<file path="config.mk">
export PLATFORM = sky130hd
export DESIGN_NAME = swerve_steer_flip_ramp_unit_flat
export DESIGN_NICKNAME = d
export VERILOG_FILES = /design/src/sv/ssfr_pkg.sv /design/src/sv/ssfr_ifs.sv /design/src/sv/swerve_steer_flip_ramp_unit.sv /design/src/flat_wrapper.sv
export VERILOG_INCLUDE_DIRS = /design/src /design/src/sv
export SDC_FILE = /design/constraint.sdc
export NUM_CORES = 1
export LEC_CHECK = 0
export ABC_AREA = 1
export ABC_CLOCK_PERIOD_IN_PS = 12900
export BUFFER_PORTS_ARGS = -buffer_cell sky130_fd_sc_hd__buf_4
export CORE_ASPECT_RATIO = 1.2
export CORE_MARGIN = 1
export CORE_UTILIZATION = 40
export DETAILED_ROUTE_END_ITERATION = 12
export HOLD_SLACK_MARGIN = 0.08
export PLACE_DENSITY_LB_ADDON = 0.05
export REMOVE_ABC_BUFFERS = 1
export SYNTH_ARGS = -nofsm -noshare
export SYNTH_HDL_FRONTEND = slang
export SYNTH_SLANG_ARGS = --single-unit
</file>
<file path="constraint.sdc">
create_clock -name clk -period 12.9 [get_ports clk]
set_clock_uncertainty 0.05 [all_clocks]
set_input_delay 1.935 -clock clk [delete_from_list [all_inputs] [get_ports clk]]
set_output_delay 1.935 -clock clk [all_outputs]
set_load 0.02 [all_outputs]
</file>
<file path="src/sv/swerve_steer_flip_ramp_unit_defines.svh">
// Assertion macros shared by the swerve steer flip ramp RTL
`ifndef SWERVE_STEER_FLIP_RAMP_UNIT_DEFINES_SVH
`define SWERVE_STEER_FLIP_RAMP_UNIT_DEFINES_SVH

`ifndef SYNTHESIS

// Check a consequence in the same cycle as its antecedent
`define SSFR_ASSERT_SAME(lbl, ck, rstn, ante, cons) \
  lbl: assert property (@(posedge ck) disable iff (!rstn) (ante) |-> (cons)) \
    else $error("ssfr assertion failed");

// Check a consequence in the cycle after its antecedent
`define SSFR_ASSERT_NEXT(lbl, ck, rstn, ante, cons) \
  lbl: assert property (@(posedge ck) disable iff (!rstn) (ante) |=> (cons)) \
    else $error("ssfr assertion failed");

`else

`define SSFR_ASSERT_SAME(lbl, ck, rstn, ante, cons)
`define SSFR_ASSERT_NEXT(lbl, ck, rstn, ante, cons)

`endif

`endif

</file>
<file path="src/sv/ssfr_pkg.sv">
// Package with shared types and constants of the swerve steer flip ramp unit
`timescale 1ns / 1ps

package ssfr_pkg;

  // Q1.15 speed format
  localparam int Q15_W = 16;
  localparam logic signed [Q15_W-1:0] Q15_MAX = 16'sh7FFF;
  localparam logic signed [Q15_W-1:0] Q15_MIN = 16'sh8000;

  // Configuration port geometry
  localparam int CFG_ADDR_W = 4;
  localparam int CFG_DATA_W = 32;

  // Register field widths
  localparam int MOUNT_OFFSET_W = 12;
  localparam int DEADBAND_W     = 15;
  localparam int STEP_W         = 15;
  localparam int GAP_W          = 16;

  // Register reset values
  localparam logic [DEADBAND_W-1:0] DEADBAND_RST = 15'd3277;
  localparam logic [STEP_W-1:0]     STEP_RST     = 15'd1311;
  localparam logic [GAP_W-1:0]      GAP_RST      = 16'd32768;

  // Register index, taken from the word address
  typedef enum logic [1:0] {
    REG_MOUNT_OFFSET   = 2'd0,
    REG_SPEED_DEADBAND = 2'd1,
    REG_RAMP_STEP      = 2'd2,
    REG_RAMP_RESET_GAP = 2'd3
  } ssfr_reg_t;

endpackage

</file>
<file path="src/sv/ssfr_ifs.sv">
// Valid/ready channel interfaces for command transactions and result transactions
`timescale 1ns / 1ps

interface ssfr_in_if #(
  parameter int ANGLE_BITS = 12
);
  logic                                valid;
  logic                                ready;
  logic signed [ssfr_pkg::Q15_W-1:0]   speed_command;
  logic        [ANGLE_BITS-1:0]        target_angle;
  logic        [ANGLE_BITS-1:0]        encoder_sample;

  modport source (output valid, output speed_command, output target_angle,
                  output encoder_sample, input ready);
  modport sink   (input valid, input speed_command, input target_angle,
                  input encoder_sample, output ready);
endinterface

interface ssfr_out_if #(
  parameter int ANGLE_BITS = 12
);
  logic                                valid;
  logic                                ready;
  logic signed [ssfr_pkg::Q15_W-1:0]   drive_speed;
  logic        [ANGLE_BITS-1:0]        steer_target;
  logic                                reversed;
  logic signed [ANGLE_BITS:0]          angle_error;
  logic        [ANGLE_BITS-1:0]        current_angle;

  modport source (output valid, output drive_speed, output steer_target,
                  output reversed, output angle_error, output current_angle,
                  input ready);
  modport sink   (input valid, input drive_speed, input steer_target,
                  input reversed, input angle_error, input current_angle,
                  output ready);
endinterface

</file>
<file path="src/sv/swerve_steer_flip_ramp_unit.sv">
// An accepted command transaction passes through the input register and then the result register.
// Throughput: one transaction per cycle while results are taken; an input register and a result register
// bracket a single pass of adds and compares, and the ramp register feeds back through that pass.
// Reset (synchronous, rst_n low): pipeline emptied, ramped speed cleared to zero and
// configuration registers loaded with their reset values.
`timescale 1ns / 1ps
`include "swerve_steer_flip_ramp_unit_defines.svh"

module swerve_steer_flip_ramp_unit #(
  parameter int ANGLE_BITS = 12
) (
  input  logic                            clk,
  input  logic                            rst_n,
  ssfr_in_if.sink                         in_chan,
  ssfr_out_if.source                      out_chan,
  input  logic                            cfg_psel,
  input  logic                            cfg_penable,
  input  logic                            cfg_pwrite,
  input  logic [ssfr_pkg::CFG_ADDR_W-1:0] cfg_paddr,
  input  logic [ssfr_pkg::CFG_DATA_W-1:0] cfg_pwdata,
  output logic [ssfr_pkg::CFG_DATA_W-1:0] cfg_prdata,
  output logic                            cfg_pready
);

  localparam int OFF_BITS = (ANGLE_BITS < ssfr_pkg::MOUNT_OFFSET_W) ?
                            ANGLE_BITS : ssfr_pkg::MOUNT_OFFSET_W;
  localparam int QW = ssfr_pkg::Q15_W;
  // Quarter and three-quarter turn, in the error width
  localparam logic [ANGLE_BITS:0] QUARTER = {2'b00, 1'b1, {(ANGLE_BITS-2){1'b0}}};
  localparam logic [ANGLE_BITS:0] THREE_Q = {2'b01, 1'b1, {(ANGLE_BITS-2){1'b0}}};
  localparam logic signed [ANGLE_BITS:0] QUARTER_S = $signed(QUARTER);
  localparam logic signed [ANGLE_BITS:0] THREE_Q_S = $signed(THREE_Q);

  // Saturate a 17-bit signed value to Q1.15
  function automatic logic signed [QW-1:0] sat_q15(input logic signed [QW:0] v);
    logic signed [QW-1:0] r;
    if (v[QW] != v[QW-1]) begin
      r = v[QW] ? ssfr_pkg::Q15_MIN : ssfr_pkg::Q15_MAX;
    end else begin
      r = v[QW-1:0];
    end
    return r;
  endfunction

  // Configuration registers
  logic [OFF_BITS-1:0]               off_r;
  logic [ssfr_pkg::DEADBAND_W-1:0]   dead_r;
  logic [ssfr_pkg::STEP_W-1:0]       step_r;
  logic [ssfr_pkg::GAP_W-1:0]        gap_r;
  logic                              cfg_wr;
  ssfr_pkg::ssfr_reg_t               cfg_sel;

  assign cfg_pready = 1'b1;
  assign cfg_wr     = cfg_psel & cfg_penable & cfg_pwrite & cfg_pready;
  assign cfg_sel    = ssfr_pkg::ssfr_reg_t'(cfg_paddr[3:2]);

  // Write the addressed register
  always_ff @(posedge clk) begin
    if (!rst_n) begin
      off_r  <= '0;
      dead_r <= ssfr_pkg::DEADBAND_RST;
      step_r <= ssfr_pkg::STEP_RST;
      gap_r  <= ssfr_pkg::GAP_RST;
    end else if (cfg_wr) begin
      unique case (cfg_sel)
        ssfr_pkg::REG_MOUNT_OFFSET:   off_r  <= cfg_pwdata[OFF_BITS-1:0];
        ssfr_pkg::REG_SPEED_DEADBAND: dead_r <= cfg_pwdata[ssfr_pkg::DEADBAND_W-1:0];
        ssfr_pkg::REG_RAMP_STEP:      step_r <= cfg_pwdata[ssfr_pkg::STEP_W-1:0];
        ssfr_pkg::REG_RAMP_RESET_GAP: gap_r  <= cfg_pwdata[ssfr_pkg::GAP_W-1:0];
        default: ;
      endcase
    end
  end

  // Read back the addressed register
  always_comb begin
    unique case (cfg_sel)
      ssfr_pkg::REG_MOUNT_OFFSET:   cfg_prdata = ssfr_pkg::CFG_DATA_W'(off_r);
      ssfr_pkg::REG_SPEED_DEADBAND: cfg_prdata = ssfr_pkg::CFG_DATA_W'(dead_r);
      ssfr_pkg::REG_RAMP_STEP:      cfg_prdata = ssfr_pkg::CFG_DATA_W'(step_r);
      ssfr_pkg::REG_RAMP_RESET_GAP: cfg_prdata = ssfr_pkg::CFG_DATA_W'(gap_r);
      default:                      cfg_prdata = '0;
    endcase
  end

  // Handshake: the input stage advances whenever the result register can take a value
  logic a_valid_r;
  logic out_valid_r;
  logic adv;
  logic in_fire;

  assign adv           = !out_valid_r || out_chan.ready;
  assign in_chan.ready = !a_valid_r || adv;
  assign in_fire       = in_chan.valid && in_chan.ready;

  // Input register
  logic signed [QW-1:0]         a_speed_r;
  logic        [ANGLE_BITS-1:0] a_target_r;
  logic        [ANGLE_BITS-1:0] a_enc_r;

  always_ff @(posedge clk) begin
    if (!rst_n) begin
      a_valid_r <= 1'b0;
    end else if (in_chan.ready) begin
      a_valid_r <= in_chan.valid;
    end
  end

  always_ff @(posedge clk) begin
    if (in_fire) begin
      a_speed_r  <= in_chan.speed_command;
      a_target_r <= in_chan.target_angle;
      a_enc_r    <= in_chan.encoder_sample;
    end
  end

  // Deadband on the speed command
  logic        [QW:0]           cmd_mag;
  logic signed [QW-1:0]         spd_db;
  assign cmd_mag = a_speed_r[QW-1] ? ((QW+1)'(0) - {1'b1, a_speed_r}) : {1'b0, a_speed_r};
  assign spd_db  = (cmd_mag <= {2'b00, dead_r}) ? '0 : a_speed_r;

  // Current wheel angle and error against the target
  logic        [ANGLE_BITS-1:0] off_ext;
  logic        [ANGLE_BITS-1:0] cur_nxt;
  logic signed [ANGLE_BITS:0]   err_nxt;
  logic        [ANGLE_BITS:0]   err_mag;
  logic                         flip;
  assign off_ext = ANGLE_BITS'(off_r);
  assign cur_nxt = a_enc_r - off_ext;
  assign err_nxt = $signed({1'b0, a_target_r}) - $signed({1'b0, cur_nxt});
  assign err_mag = err_nxt[ANGLE_BITS] ? ((ANGLE_BITS+1)'(0) - err_nxt) : err_nxt;
  assign flip    = (err_mag > QUARTER) && (err_mag < THREE_Q);

  // Turn the target half a turn and negate speed on a flip
  logic        [ANGLE_BITS-1:0] tgt_f;
  logic signed [QW-1:0]         spd_neg;
  logic signed [QW-1:0]         spd_f;
  logic        [ANGLE_BITS-1:0] steer_nxt;
  assign tgt_f     = flip ? {~a_target_r[ANGLE_BITS-1], a_target_r[ANGLE_BITS-2:0]}
                          : a_target_r;
  assign spd_neg   = (spd_db == ssfr_pkg::Q15_MIN) ? ssfr_pkg::Q15_MAX : -spd_db;
  assign spd_f     = flip ? spd_neg : spd_db;
  assign steer_nxt = tgt_f + off_ext;

  // Ramp toward the speed, or drop to zero
  logic signed [QW-1:0] ramp_r;
  logic signed [QW-1:0] ramp_nxt;
  logic signed [QW:0]   gap_diff;
  logic        [QW:0]   gap_mag;
  logic signed [QW:0]   ramp_dn;
  logic signed [QW:0]   ramp_up;
  assign gap_diff = {spd_f[QW-1], spd_f} - {ramp_r[QW-1], ramp_r};
  assign gap_mag  = gap_diff[QW] ? ((QW+1)'(0) - gap_diff) : gap_diff;
  assign ramp_dn  = {ramp_r[QW-1], ramp_r} - $signed({2'b00, step_r});
  assign ramp_up  = {ramp_r[QW-1], ramp_r} + $signed({2'b00, step_r});

  always_comb begin
    if ((spd_f == '0) || (gap_mag > {1'b0, gap_r})) begin
      ramp_nxt = '0;
    end else if (ramp_r > spd_f) begin
      ramp_nxt = sat_q15(ramp_dn);
    end else if (ramp_r < spd_f) begin
      ramp_nxt = sat_q15(ramp_up);
    end else begin
      ramp_nxt = ramp_r;
    end
  end

  // Result register and ramp state
  logic signed [QW-1:0]         drive_r;
  logic        [ANGLE_BITS-1:0] steer_r;
  logic                         rev_r;
  logic signed [ANGLE_BITS:0]   err_r;
  logic        [ANGLE_BITS-1:0] cur_r;

  always_ff @(posedge clk) begin
    if (!rst_n) begin
      out_valid_r <= 1'b0;
      ramp_r      <= '0;
    end else if (adv) begin
      out_valid_r <= a_valid_r;
      if (a_valid_r) begin
        ramp_r <= ramp_nxt;
      end
    end
  end

  always_ff @(posedge clk) begin
    if (adv && a_valid_r) begin
      drive_r <= ramp_nxt;
      steer_r <= steer_nxt;
      rev_r   <= flip;
      err_r   <= err_nxt;
      cur_r   <= cur_nxt;
    end
  end

  assign out_chan.valid         = out_valid_r;
  assign out_chan.drive_speed   = drive_r;
  assign out_chan.steer_target  = steer_r;
  assign out_chan.reversed      = rev_r;
  assign out_chan.angle_error   = err_r;
  assign out_chan.current_angle = cur_r;

  // Held result always shows the ramp state it left behind
  `SSFR_ASSERT_SAME(a_drive_is_ramp, clk, rst_n, out_valid_r, drive_r == ramp_r)
  // A stalled result with a waiting item blocks new transactions
  `SSFR_ASSERT_SAME(a_stall_blocks, clk, rst_n, a_valid_r && out_valid_r && !out_chan.ready, !in_chan.ready)
  // An accepted transaction sits in the input register next cycle
  `SSFR_ASSERT_NEXT(a_accept_loads, clk, rst_n, in_fire, a_valid_r)
  // A flip only comes with an error between a quarter and three quarters of a turn
  `SSFR_ASSERT_SAME(a_flip_range, clk, rst_n, out_valid_r && rev_r, (err_r > QUARTER_S && err_r < THREE_Q_S) || (err_r < -QUARTER_S && err_r > -THREE_Q_S))

endmodule

</file>
<file path="src/flat_wrapper.sv">
// flat-port wrapper written by rule: the top's interface ports become plain ports
module swerve_steer_flip_ramp_unit_flat 
#(
  parameter int ANGLE_BITS = 12
)
  (clk, rst_n, cfg_psel, cfg_penable, cfg_pwrite, cfg_paddr, cfg_pwdata, cfg_prdata, cfg_pready, in_chan_valid, in_chan_speed_command, in_chan_target_angle, in_chan_encoder_sample, in_chan_ready, out_chan_valid, out_chan_drive_speed, out_chan_steer_target, out_chan_reversed, out_chan_angle_error, out_chan_current_angle, out_chan_ready);
  ssfr_in_if #(.ANGLE_BITS(ANGLE_BITS)) in_chan_i ();
  ssfr_out_if #(.ANGLE_BITS(ANGLE_BITS)) out_chan_i ();
  input  logic clk;
  input  logic rst_n;
  input  logic cfg_psel;
  input  logic cfg_penable;
  input  logic cfg_pwrite;
  input  logic [ssfr_pkg::CFG_ADDR_W-1:0] cfg_paddr;
  input  logic [ssfr_pkg::CFG_DATA_W-1:0] cfg_pwdata;
  output logic [ssfr_pkg::CFG_DATA_W-1:0] cfg_prdata;
  output logic cfg_pready;
  input wire logic [$bits(in_chan_i.valid)-1:0] in_chan_valid;
  input wire logic [$bits(in_chan_i.speed_command)-1:0] in_chan_speed_command;
  input wire logic [$bits(in_chan_i.target_angle)-1:0] in_chan_target_angle;
  input wire logic [$bits(in_chan_i.encoder_sample)-1:0] in_chan_encoder_sample;
  output wire logic [$bits(in_chan_i.ready)-1:0] in_chan_ready;
  output wire logic [$bits(out_chan_i.valid)-1:0] out_chan_valid;
  output wire logic [$bits(out_chan_i.drive_speed)-1:0] out_chan_drive_speed;
  output wire logic [$bits(out_chan_i.steer_target)-1:0] out_chan_steer_target;
  output wire logic [$bits(out_chan_i.reversed)-1:0] out_chan_reversed;
  output wire logic [$bits(out_chan_i.angle_error)-1:0] out_chan_angle_error;
  output wire logic [$bits(out_chan_i.current_angle)-1:0] out_chan_current_angle;
  input wire logic [$bits(out_chan_i.ready)-1:0] out_chan_ready;
  assign in_chan_i.valid = in_chan_valid;
  assign in_chan_i.speed_command = in_chan_speed_command;
  assign in_chan_i.target_angle = in_chan_target_angle;
  assign in_chan_i.encoder_sample = in_chan_encoder_sample;
  assign in_chan_ready = in_chan_i.ready;
  assign out_chan_valid = out_chan_i.valid;
  assign out_chan_drive_speed = out_chan_i.drive_speed;
  assign out_chan_steer_target = out_chan_i.steer_target;
  assign out_chan_reversed = out_chan_i.reversed;
  assign out_chan_angle_error = out_chan_i.angle_error;
  assign out_chan_current_angle = out_chan_i.current_angle;
  assign out_chan_i.ready = out_chan_ready;
  swerve_steer_flip_ramp_unit #(.ANGLE_BITS(ANGLE_BITS)) u_core (.clk(clk), .rst_n(rst_n), .in_chan(in_chan_i), .out_chan(out_chan_i), .cfg_psel(cfg_psel), .cfg_penable(cfg_penable), .cfg_pwrite(cfg_pwrite), .cfg_paddr(cfg_paddr), .cfg_pwdata(cfg_pwdata), .cfg_prdata(cfg_prdata), .cfg_pready(cfg_pready));
endmodule
</file>
==> impl_summary.log <==
[metrics] run status: finished clean
[metrics] largest net degree at the start of global routing: 76
[metrics] timing startpoint of the critical path: u_core.a_speed_r[0]
[metrics] final routed wire length divided by cell count: 16.7 um
[metrics] reg2reg end: u_core.ramp_r[11]
[metrics] number of antenna violations at the first check in global routing: 0
[metrics] Clock Tree Root: clkbuf_16
[metrics] startpoint-to-endpoint class of the critical path: reg2reg
[metrics] Clock transition at path regs: 0.07 ns
[metrics] share of the yosys chip area belonging to registers: 33.0%
[metrics] number of hold-slack violations in the final timing report: 0
[metrics] required time of the critical path: 13.24 ns
[metrics] max cap viols: 0
[metrics] Max Buffers Root-to-Sink: 2
[metrics] share of async-settable or async-resettable flops after synthesis: 0%
[metrics] IO Count: 172
[metrics] postcts setup bufs: 0
[metrics] via count of the first global-routing pass: 11.2k
[metrics] YS warnings: 0
[metrics] maximum fanout encountered on the critical timing path: 16
[metrics] number of flops mapped to enable cells by yosys: 94
[metrics] setup repair after global routing missed its margin: false
[metrics] fraction of synthesized cell area taken by the top area cell type: 21.5%
[metrics] layout cell share with drive strength beyond 1: 12.1%
[metrics] startpoint of the lowest-slack register-to-register path: u_core.a_speed_r[0]
[metrics] Post-DP HPWL: 30,600 um
[metrics] Syn Std Cell Area: 13,200 um^2
[metrics] power density cells: 240 nW/um^2
[metrics] area leader, netlist: edfxtp_1
[metrics] overall via count from detail_route: 11.8k
[metrics] Max Freq: 90.8 MHz
[metrics] leakage power summed over all cells: 7.26 nW
[metrics] cell depth of the worst flop-to-flop path: 62
[metrics] residual antenna-violating net count after detailed routing: 0
[metrics] dpl ws: 1.97 ns
[metrics] end point of the critical path: u_core.ramp_r[11]
[metrics] number of library cell types mapped by synthesis: 53
[metrics] final critical-path share of the clock period: 85.3%
[metrics] setup-violating endpoint count in the final report: 0
[metrics] DRC errors left: 0
[metrics] GP Congestion: 0.893
[metrics] Layout Area Growth over Synthesis: 14.1%
[metrics] Worst Max-Slew Pin Slew: 1.27 ns
[metrics] number of rows created at floorplan: 72
[metrics] clock tree from TritonCTS: yes
[metrics] # nets final: 2,092
[metrics] cts hold-fix bufs: 0
[metrics] setup slack, reg-to-reg: 1.89 ns
[metrics] final setup margin: 1.89 ns
[metrics] die height: 201 um
[metrics] endpoint kind of the worst setup timing path: register
[metrics] Slowest cell on crit path: inv_1
[metrics] I/O Buffers: 136
[metrics] number of buffers inserted during clock tree synthesis: 17
[metrics] fin util: 46.4%
[metrics] DIE WIDTH: 168 um
[metrics] Slowest Stage Delay on Critical Path: 0.58 ns
[metrics] Sum Neg Setup Slack: 0 ns
[metrics] count of mapped cells out of synthesis: 1,783
[metrics] peak supply drop: 202 uV
[metrics] type of the most critical hold path: reg2reg
[metrics] synthesized area per cell: 7.38 um^2
[metrics] Total Wirelength: 38,500 um
[metrics] aggregate global routing overflow: 0
[metrics] synth top area cells: edfxtp_1 (21%), dfxtp_1 (12%), nand2_1 (11%)
[metrics] total global-route track usage: 23.2%
[metrics] sort of element at the start of the critical path: register
[metrics] post-route total power: 3.60 mW
[metrics] first-pass GRT wire length: 60,000 um
[metrics] initial core utilization: 40.7%
[metrics] Initial DRT Pass Iterations: 5
[metrics] H-tree depth: 4
[metrics] drt first-iter violations: 798
[metrics] clock period minus final worst setup slack: 11.01 ns
[metrics] area inside the core boundary: 32,300 um^2
[metrics] latest clock arrival within the worst-skew pair: 0.46 ns
[metrics] TritonCTS sink count: 170
[metrics] Hold Crit Start: u_core.gap_r[9]
[metrics] number of gates resized after cts: 0
[metrics] Inserted Diodes: 0
[metrics] Critical Path AT: 11.34 ns
[metrics] post-synthesis register bit count: 170
[metrics] area of the die: 33,600 um^2
[metrics] crit-path most repeated cell: nand2_1
[metrics] Most used DFF post-synth: edfxtp_1
[metrics] average via count per standard cell: 5.11
[metrics] relative slew slack: 14.9%
[metrics] Final Slew Violations: 0
-- how the worst min path moves through the flow --
stage / to / slack (ns) / cells past startpoint
3_3_place_gp: u_core.dead_r[12] / 0.42 / 2
2_1_floorplan: u_core.out_chan.valid / 0.40 / 2
6_report: u_core.gap_r[9] / 0.44 / 2
5_1_grt: u_core.dead_r[12] / 0.47 / 2
4_1_cts: u_core.dead_r[12] / 0.44 / 2
3_5_place_dp: u_core.dead_r[12] / 0.43 / 2
-- Yosys cell counts, drive strengths merged, types with 11 or more instances --
cell type    n
nand2      387
nor3        21
nand3      102
nor2       134
xnor2       23
xor2        75
inv        282
buf         26
o21ai      167
o21bai      11
ha         111
edfxtp      94
clkbuf      40
nand4       21
dfxtp       76
a21oi      145
o211ai      14
-- routing by layer --
| layer | track usage [%] | up-vias | part of all wire [%] |
|---|---|---|---|
| li1 | - | 6030 | - |
| met1 | 28.6 | 5454 | 44 |
| met2 | 41.1 | 282 | 50 |
| met3 | 3.67 | 50 | 4.0 |
| met4 | 7.11 | 0 | 2.0 |
| met5 | 0 | - | 0 |
-- state kept, by name, indices dropped and copies added (netlist names), 12 cells and up --
signal,cells
u_core.a_speed_r,16
u_core.gap_r,16
u_core.out_chan.drive_speed,16
u_core.ramp_r,16
u_core.dead_r,15
u_core.step_r,15
u_core.out_chan.angle_error,13
u_core.a_enc_r,12
u_core.a_target_r,12
u_core.off_ext,12
u_core.out_chan.current_angle,12
u_core.out_chan.steer_target,12
-- critical path, delay by kind of cell (launching register included) --
| kind | cells | cell delay [ns] |
|---|---|---|
| AOI/OAI and AO/OA | 21 | 3.25 |
| and+or+nand+nor | 26 | 4.25 |
| DFF | 1 | 0.38 |
| adders and majority gates | 5 | 1.38 |
| xor gates and xnor gates | 1 | 0.08 |
| buffers and inverters | 9 | 1.53 |
-- layout by cell type, fill, tap and decap left out, types with 3 or more instances in the layout --
cell and count:
fa_1 6, edfxtp_1 94, xnor2_1 23, nand3b_1 5, nor3_1 18, nor3_2 3
a221oi_1 3, dfxtp_1 76, o221ai_1 4, a21o_1 6, o21bai_1 11, a21oi_1 132
ha_1 111, o211ai_1 14, nor2_2 6, nand3_1 87, o21ai_1 5, a21oi_2 12
xor2_1 75, a31oi_1 4, nand3_2 14, conb_1 17, clkbuf_16 17, buf_4 141
nand2_1 373, nand4_1 20, nor4_1 3, inv_2 3, nor2_1 127, inv_1 279
inv_6 5, nand2_4 5, o21ai_0 162, a211oi_1 3, nand2_2 9
-- where the power goes --
group | switching, mW | leakage, nW | total (mW) | internal (mW)
clock | 0.236 | 0.277 | 0.511 | 0.275
sequential | 0.0382 | 1.52 | 0.728 | 0.689
combinational | 1.53 | 5.46 | 2.36 | 0.833
-- logic make-up (layout without fill, tap and decap cells) --
group	count (synthesis)	count (layout)	share of synthesized area, %
xor+xnor	98	98	6.53
simple gates	678	678	22.6
fa+ha+maj	117	117	11.5
buf+inv	350	457	10.8
other cells	2	17	0.0571
compound gates	368	368	15.6
flops	170	170	33.0
-- area by class of cell --
type,count,area (um^2)
Clock inverter,11,110
Multi-Input combinational cell,1278,7470
Sequential cell,170,4340
Tap cell,407,509
Timing Repair Buffer,141,1060
Inverter,284,1070
Fill cell,3322,17300
Clock buffer,21,452
-- through the flow --
step,std cells,area (um^2),hold slack [ns]
2_1_floorplan,1732,12900,0.397
3_3_place_gp,2280,14400,0.425
3_5_place_dp,2280,14400,0.426
4_1_cts,2312,15000,0.439
5_1_grt,2312,15000,0.475
6_report,2312,15000,0.438
(Power assumes the default switching activity.)
